$ cat src/hdl/gbq_pkg.sv
// Shared types, codes and arithmetic helpers for the 5x5 blur / quantize block.
// No dependencies.
package gbq_pkg;

  localparam logic OP_PUSH  = 1'b0;
  localparam logic OP_DRAIN = 1'b1;

  localparam logic [1:0] CFG_FRAME_WIDTH  = 2'd0;
  localparam logic [1:0] CFG_FRAME_HEIGHT = 2'd1;

  localparam int CFG_DATA_W = 16;

  typedef struct packed {
    logic       operation;
    logic [7:0] pixel;
  } gbq_in_t;

  typedef struct packed {
    logic [7:0] blurred_level;
    logic       last_in_frame;
  } gbq_out_t;

  typedef logic [2:0] tap_sel_t;

  // Per-beat control that travels down the pipe with the data.
  typedef struct packed {
    logic            valid;
    logic            push;
    logic            emit;
    logic            last;
    logic [7:0]      pixel;
    tap_sel_t [4:0]  vsel;
    tap_sel_t [4:0]  hsel;
  } gbq_item_t;

  // Mirror without repeating the edge sample.
  function automatic logic signed [18:0] mirror(input logic signed [18:0] v,
                                                input logic signed [18:0] n);
    logic signed [18:0] m;
    m = (v < 0) ? -v : v;
    if (m >= n) m = 19'sd2 * n - m - 19'sd2;
    return m;
  endfunction

  // 1,4,6,4,1 taps.
  function automatic logic [15:0] binom5(input logic [11:0] a, input logic [11:0] b,
                                         input logic [11:0] c, input logic [11:0] d,
                                         input logic [11:0] e);
    logic [15:0] a16, b16, c16, d16, e16;
    a16 = {4'b0, a};
    b16 = {4'b0, b};
    c16 = {4'b0, c};
    d16 = {4'b0, d};
    e16 = {4'b0, e};
    return a16 + (b16 << 2) + (c16 << 2) + (c16 << 1) + (d16 << 2) + e16;
  endfunction

endpackage

$ cat src/hdl/gbq_ctrl.sv
// Frame position counters, config registers and tap selection (stage 0).
// Depends on gbq_pkg.
module gbq_ctrl import gbq_pkg::*; #(
  parameter int MAX_WIDTH = 2048,
  parameter int CW        = $clog2(MAX_WIDTH)
) (
  input  logic                  clk_i,
  input  logic                  rst_ni,
  input  logic                  cfg_we_i,
  input  logic [1:0]            cfg_index_i,
  input  logic [CFG_DATA_W-1:0] cfg_data_i,
  input  logic                  accept_i,
  input  logic                  adv_i,
  input  gbq_in_t               in_beat_i,
  output logic [CW-1:0]         rd_col_o,
  output gbq_item_t             item_o,
  output logic [CW-1:0]         col_o
);

  logic [11:0] fwidth_q, fwidth_d;
  logic [15:0] fheight_q, fheight_d;
  logic [CW-1:0] in_col_q, in_col_d, out_col_q, out_col_d, col_q, col_d;
  logic [16:0]   in_row_q, in_row_d;
  logic [15:0]   out_row_q, out_row_d;
  gbq_item_t     item_q, item_d;

  logic [CW:0]  w_eff;
  logic [15:0]  h_eff;
  logic         drain, done, act_push, act_drain, act, emit, last;
  tap_sel_t [4:0] vsel, hsel;

  always_comb begin
    if (fwidth_q < 12'd3) w_eff = (CW+1)'(3);
    else if (int'(fwidth_q) > MAX_WIDTH) w_eff = (CW+1)'(MAX_WIDTH);
    else w_eff = (CW+1)'(fwidth_q);
    h_eff = (fheight_q < 16'd3) ? 16'd3 : fheight_q;
  end

  assign drain     = (in_beat_i.operation == OP_DRAIN);
  assign done      = (in_row_q >= {1'b0, h_eff});
  assign act_push  = !drain && !done;
  assign act_drain = drain && done;
  assign act       = act_push || act_drain;
  assign emit      = act_drain ||
                     (act_push && ((in_row_q > 17'd2) ||
                                   ((in_row_q == 17'd2) && (in_col_q >= CW'(2)))));
  assign last      = (out_row_q == h_eff - 16'd1) &&
                     ({1'b0, out_col_q} == w_eff - (CW+1)'(1));

  // Vertical taps index the column word (oldest row at 0, new pixel at 4).
  always_comb begin
    logic signed [18:0] r_s, rv_s, hh_s, top_s, q_s, j_s, idx_s;
    logic signed [18:0] x_s, c_s, ww_s, l_s, b_s;
    r_s   = $signed({2'b0, in_row_q});
    rv_s  = r_s - 19'sd2;
    hh_s  = $signed({3'b0, h_eff});
    top_s = act_push ? r_s : hh_s - 19'sd1;
    q_s   = act_push ? 19'sd4 : 19'sd3;
    x_s   = $signed({{(19-CW){1'b0}}, in_col_q});
    c_s   = $signed({{(19-CW){1'b0}}, out_col_q});
    ww_s  = $signed({{(18-CW){1'b0}}, w_eff});
    // Right-edge outputs come out while the next row's first columns arrive.
    if (in_col_q == CW'(0))      b_s = 19'sd1;
    else if (in_col_q == CW'(1)) b_s = 19'sd2;
    else                         b_s = 19'sd0;
    l_s = (b_s == 19'sd0) ? x_s : ww_s - 19'sd1;
    for (int t = 0; t < 5; t++) begin
      j_s   = mirror(rv_s + 19'(t) - 19'sd2, hh_s);
      idx_s = q_s - (top_s - j_s);
      vsel[t] = (idx_s >= 0 && idx_s <= 19'sd4) ? idx_s[2:0] : 3'd0;
      j_s   = mirror(c_s + 19'(t) - 19'sd2, ww_s);
      idx_s = b_s + l_s - j_s;
      hsel[t] = (idx_s >= 0 && idx_s <= 19'sd5) ? idx_s[2:0] : 3'd0;
    end
  end

  always_comb begin
    fwidth_d  = fwidth_q;
    fheight_d = fheight_q;
    in_col_d  = in_col_q;
    in_row_d  = in_row_q;
    out_col_d = out_col_q;
    out_row_d = out_row_q;
    item_d    = item_q;
    col_d     = col_q;
    if (adv_i) begin
      item_d.valid = accept_i && act;
      item_d.push  = act_push;
      item_d.emit  = emit;
      item_d.last  = last;
      item_d.pixel = in_beat_i.pixel;
      item_d.vsel  = vsel;
      item_d.hsel  = hsel;
      col_d        = in_col_q;
    end
    if (accept_i && act) begin
      if ({1'b0, in_col_q} == w_eff - (CW+1)'(1)) begin
        in_col_d = '0;
        in_row_d = in_row_q + 17'd1;
      end else begin
        in_col_d = in_col_q + CW'(1);
      end
      if (emit) begin
        if (last) begin
          in_col_d  = '0;
          in_row_d  = '0;
          out_col_d = '0;
          out_row_d = '0;
        end else if ({1'b0, out_col_q} == w_eff - (CW+1)'(1)) begin
          out_col_d = '0;
          out_row_d = out_row_q + 16'd1;
        end else begin
          out_col_d = out_col_q + CW'(1);
        end
      end
    end
    if (cfg_we_i) begin
      case (cfg_index_i)
        CFG_FRAME_WIDTH:  fwidth_d  = cfg_data_i[11:0];
        CFG_FRAME_HEIGHT: fheight_d = cfg_data_i;
        default: ;
      endcase
      if (cfg_index_i == CFG_FRAME_WIDTH || cfg_index_i == CFG_FRAME_HEIGHT) begin
        in_col_d  = '0;
        in_row_d  = '0;
        out_col_d = '0;
        out_row_d = '0;
      end
    end
  end

  always_ff @(posedge clk_i or negedge rst_ni) begin
    if (!rst_ni) begin
      fwidth_q  <= 12'd640;
      fheight_q <= 16'd480;
      in_col_q  <= '0;
      in_row_q  <= '0;
      out_col_q <= '0;
      out_row_q <= '0;
      item_q    <= '0;
      col_q     <= '0;
    end else begin
      fwidth_q  <= fwidth_d;
      fheight_q <= fheight_d;
      in_col_q  <= in_col_d;
      in_row_q  <= in_row_d;
      out_col_q <= out_col_d;
      out_row_q <= out_row_d;
      item_q    <= item_d;
      col_q     <= col_d;
    end
  end

  assign rd_col_o = in_col_q;
  assign item_o   = item_q;
  assign col_o    = col_q;

endmodule

$ cat config.mk
export PLATFORM = sky130hd
export DESIGN_NAME = gbq_ctrl
export DESIGN_NICKNAME = d
export VERILOG_FILES = /design/src/hdl/gbq_pkg.sv /design/src/hdl/gbq_ctrl.sv
export SDC_FILE = /design/constraint.sdc
export NUM_CORES = 2
export LEC_CHECK = 0
export BUFFER_PORTS_ARGS = -buffer_cell sky130_fd_sc_hd__clkbuf_2
export CORE_ASPECT_RATIO = 2
export CORE_MARGIN = 4
export CORE_UTILIZATION = 40
export DETAILED_ROUTE_END_ITERATION = 12
export PLACE_DENSITY = 0.6
export SYNTH_ARGS = -nofsm -noshare
export SYNTH_HDL_FRONTEND = slang
export SYNTH_SLANG_ARGS = --single-unit
$ cat constraint.sdc
create_clock -name clk_i -period 22.9 [get_ports clk_i]
set_clock_uncertainty 0.15 [all_clocks]
set_input_delay 2.29 -clock clk_i [delete_from_list [all_inputs] [get_ports clk_i]]
set_output_delay 2.29 -clock clk_i [all_outputs]
set_load 0.02 [all_outputs]
==> results.py <==
metrics = {
    "run_status": {
        "run_status": "complete, no violations",
    },
    "cts": {
        "numCtsBuffers": 17,
        "cts.sinks": 136,
        "root_buffer": "clkbuf_16",
        "tritoncts": "built",
        "postCtsHoldBufs": 0,
        "cts_setup_buffers": 0,
        "clock_path_buffers": 2,
        "h-tree-depth": 4,
        "clk_latency_ps": 530,
        "cts_resized": 0,
        "path_clk_slew_ps": 80,
    },
    "placement": {
        "placed_area_mm2": 0.03830,
        "hpwl_um": 123400,
        "gp_congestion": 1.051,
        "io_buffers": 95,
    },
    "finish": {
        "areaGrowthSynthToFinish_pct": 8.351,
        "final-seq-area_mm2": 0.003411,
        "final_common_cell": "ha_1",
        "fillCellCount": 9416,
        "final_cell_area_mm2": 0.03894,
        "final_cell_mix": "ha_1 (742), inv_1 (473), nor2_1 (408), a21oi_1 (350), nand2_1 (333)",
        "fin_nets": 5668,
        "drive_gt1_share_pct": 8.432,
        "multi_input_area_mm2": 0.03036,
    },
    "synthesis": {
        "synth_area_leader_cell": "ha_1",
        "synth.avg_cell_area_um2": 7.582,
        "async_flop_share_pct": 100.0,
        "synth_edf_count": 0,
        "mappedNetlistArea_mm2": 0.03594,
        "ys.flop_type": "dfrtp_1",
        "yosysWarnings": 0,
        "yosys.area.top_type_share_pct": 25.83,
        "syn_inst": 4740,
        "ys_ff_latch": 136,
        "synth_seq_area_share_pct": 9.490,
        "yosys.cell_types.count": 111,
        "synth_area_leaders": "ha_1 (26%), dfrtp_1 (9.1%), xnor2_1 (6.1%), inv_1 (4.9%), a21oi_1 (4.9%)",
    },
    "floorplan": {
        "dieHeight_um": 431.9,
        "coreArea_mm2": 0.08921,
        "fp.dieArea_mm2": 0.09500,
        "row_count": 155,
        "die_w_um": 220.0,
        "start_util_pct": 40.29,
        "pin_count": 96,
    },
    "worst_setup_path": {
        "r2r-end": "item_o[24]",
        "crit_arrival_ps": 11050,
        "r2r_start": "in_row_q[2]",
        "path_common_cell": "ha_1",
        "reg2reg_depth": 34,
        "cp-startpoint": "in_row_q[2]",
        "slowest_delay_ps": 870,
        "critPathCaptureType": "register",
        "worstPathRequired_ps": 23200,
        "path_delay_family": "compound AO/OA/AOI/OAI gates",
        "cp-start-kind": "register",
        "r2r_slack_ps": 12150,
        "critPathKind": "reg2reg",
        "crit_fanout": 14,
        "crit_slowest_cell": "o31ai_2",
        "crit_buf_inv": 2,
    },
    "detailed_routing": {
        "dr_wl_met2_um": 77300,
        "met3_length_um": 6160,
        "topRoutingLayerUsed": "met5",
        "ant_nets": 0,
        "vias_per_cell": 6.006,
        "drt-initial-drc-count": 1886,
        "drt_first_pass_iters": 6,
        "routedWlPerCell_um": 24.78,
        "m1WireLength_um": 46850,
        "drc": 0,
        "vias": 36460,
        "wirelength_um": 150400,
    },
    "pwr": {
        "total_power_uw": 3233,
        "powerDensity_mw_per_mm2": 83.03,
        "peakVddDrop_mv": 0.05552,
        "leakage_uw": 0.01855,
    },
    "worst_hold_path": {
        "hold_depth": 1,
        "holdCritPathClass": "reg2reg",
        "holdPathEnd": "item_o[0]",
        "hp-start": "item_o[0]",
    },
    "global_route": {
        "grtUsageTotal_pct": 31.35,
        "grt_max_degree": 81,
        "antenna_found_initial": 3,
        "grt_pass1_vias": 37500,
        "grt_pass1_wl_um": 222200,
        "grt_overflow": 0,
    },
    "timing": {
        "clock.fmax_ghz": 0.09301,
        "period_share_pct": 46.95,
        "slew-limit-headroom_pct": 24.30,
        "holdWs_ps": 338.4,
        "finalHoldViolCount": 0,
        "setup_violations": 0,
        "rsz0062_at_grt": "false",
        "fin_setup_tns_ps": 0,
        "maxSlewViolCount": 0,
        "min_period_ps": 10750,
        "tightest_slew_ps": 1121,
    },
    "run": {
        "max_cap_violations": 0,
    },
}
cells in the mapped netlist, types with 91 or more instances:
master	n
a21o_1	91
a21oi_1	354
clkbuf_1	91
dfrtp_1	130
ha_1	742
inv_1	473
nand2_1	333
nand3_1	107
nor2_1	409
nor3_1	112
o21ai_0	274
xnor2_1	249
xor2_1	134
sequential cells by signal (all words and copies together), names as in the netlist:
signal,flops
fheight_q,16
col_o,11
item_o,42
out_col_q,11
out_row_q,16
in_row_q,17
fwidth_q,12
rd_col_o,11
per-stage QoR:
step,utilization (%),setup slack [ps],cells
2_1_floorplan,-,14090,4781
3_3_place_gp,42.93,12380,6031
3_5_place_dp,42.93,12300,6031
4_1_cts,43.63,12200,6063
5_1_grt,43.63,11280,6063
6_report,43.65,12150,6070
per-layer routing:
layer,vias to the layer above,GRT usage [%]
li1,17420,-
met1,17270,26.64
met2,1130,57.99
met3,633,4.709
met4,2,33.73
met5,-,0
area by class of cell:
class,instances,share of cell area (%)
clock inverter,15,0.5109
antenna,7,0.04498
clock buffer,17,1.092
tap,1177,3.782
sequential,136,8.759
timing repair buffer,201,3.280
inverter,475,4.578
multi-input combinational,4042,77.95
power by group:
group,leakage (uW),switching (uW),internal [uW],total [uW]
registers,0.00181,26.9,254,281
clock network,0.000301,158,149,307
logic,0.0164,1600,1040,2650
worst max-delay path by stage:
| stage | end | slack (ps) | cells after the start |
|---|---|---|---|
| after global placement | item_o[25] | 12380 | 35 |
| after floorplan | item_o[15] | 14090 | 40 |
| after global routing | item_o[16] | 11280 | 37 |
| after detailed placement | item_o[24] | 12300 | 34 |
| final | item_o[24] | 12150 | 34 |
| after CTS | item_o[24] | 12200 | 34 |
logic make-up (layout without fill, tap and decap cells):
logic type | Yosys count | after routing | share of synthesized area (%)
AO/OA/AOI/OAI | 1279 | 1279 | 23.28
other | 2 | 50 | 0.02090
adder cells (fa/ha/maj) | 763 | 763 | 27.00
flip-flops | 136 | 136 | 9.490
multiplexers | 135 | 135 | 4.171
buffers and inverters | 603 | 708 | 6.695
AND/OR/NAND/NOR | 1433 | 1433 | 19.66
XOR/XNOR | 389 | 389 | 9.692
(Power assumes the default switching activity.)
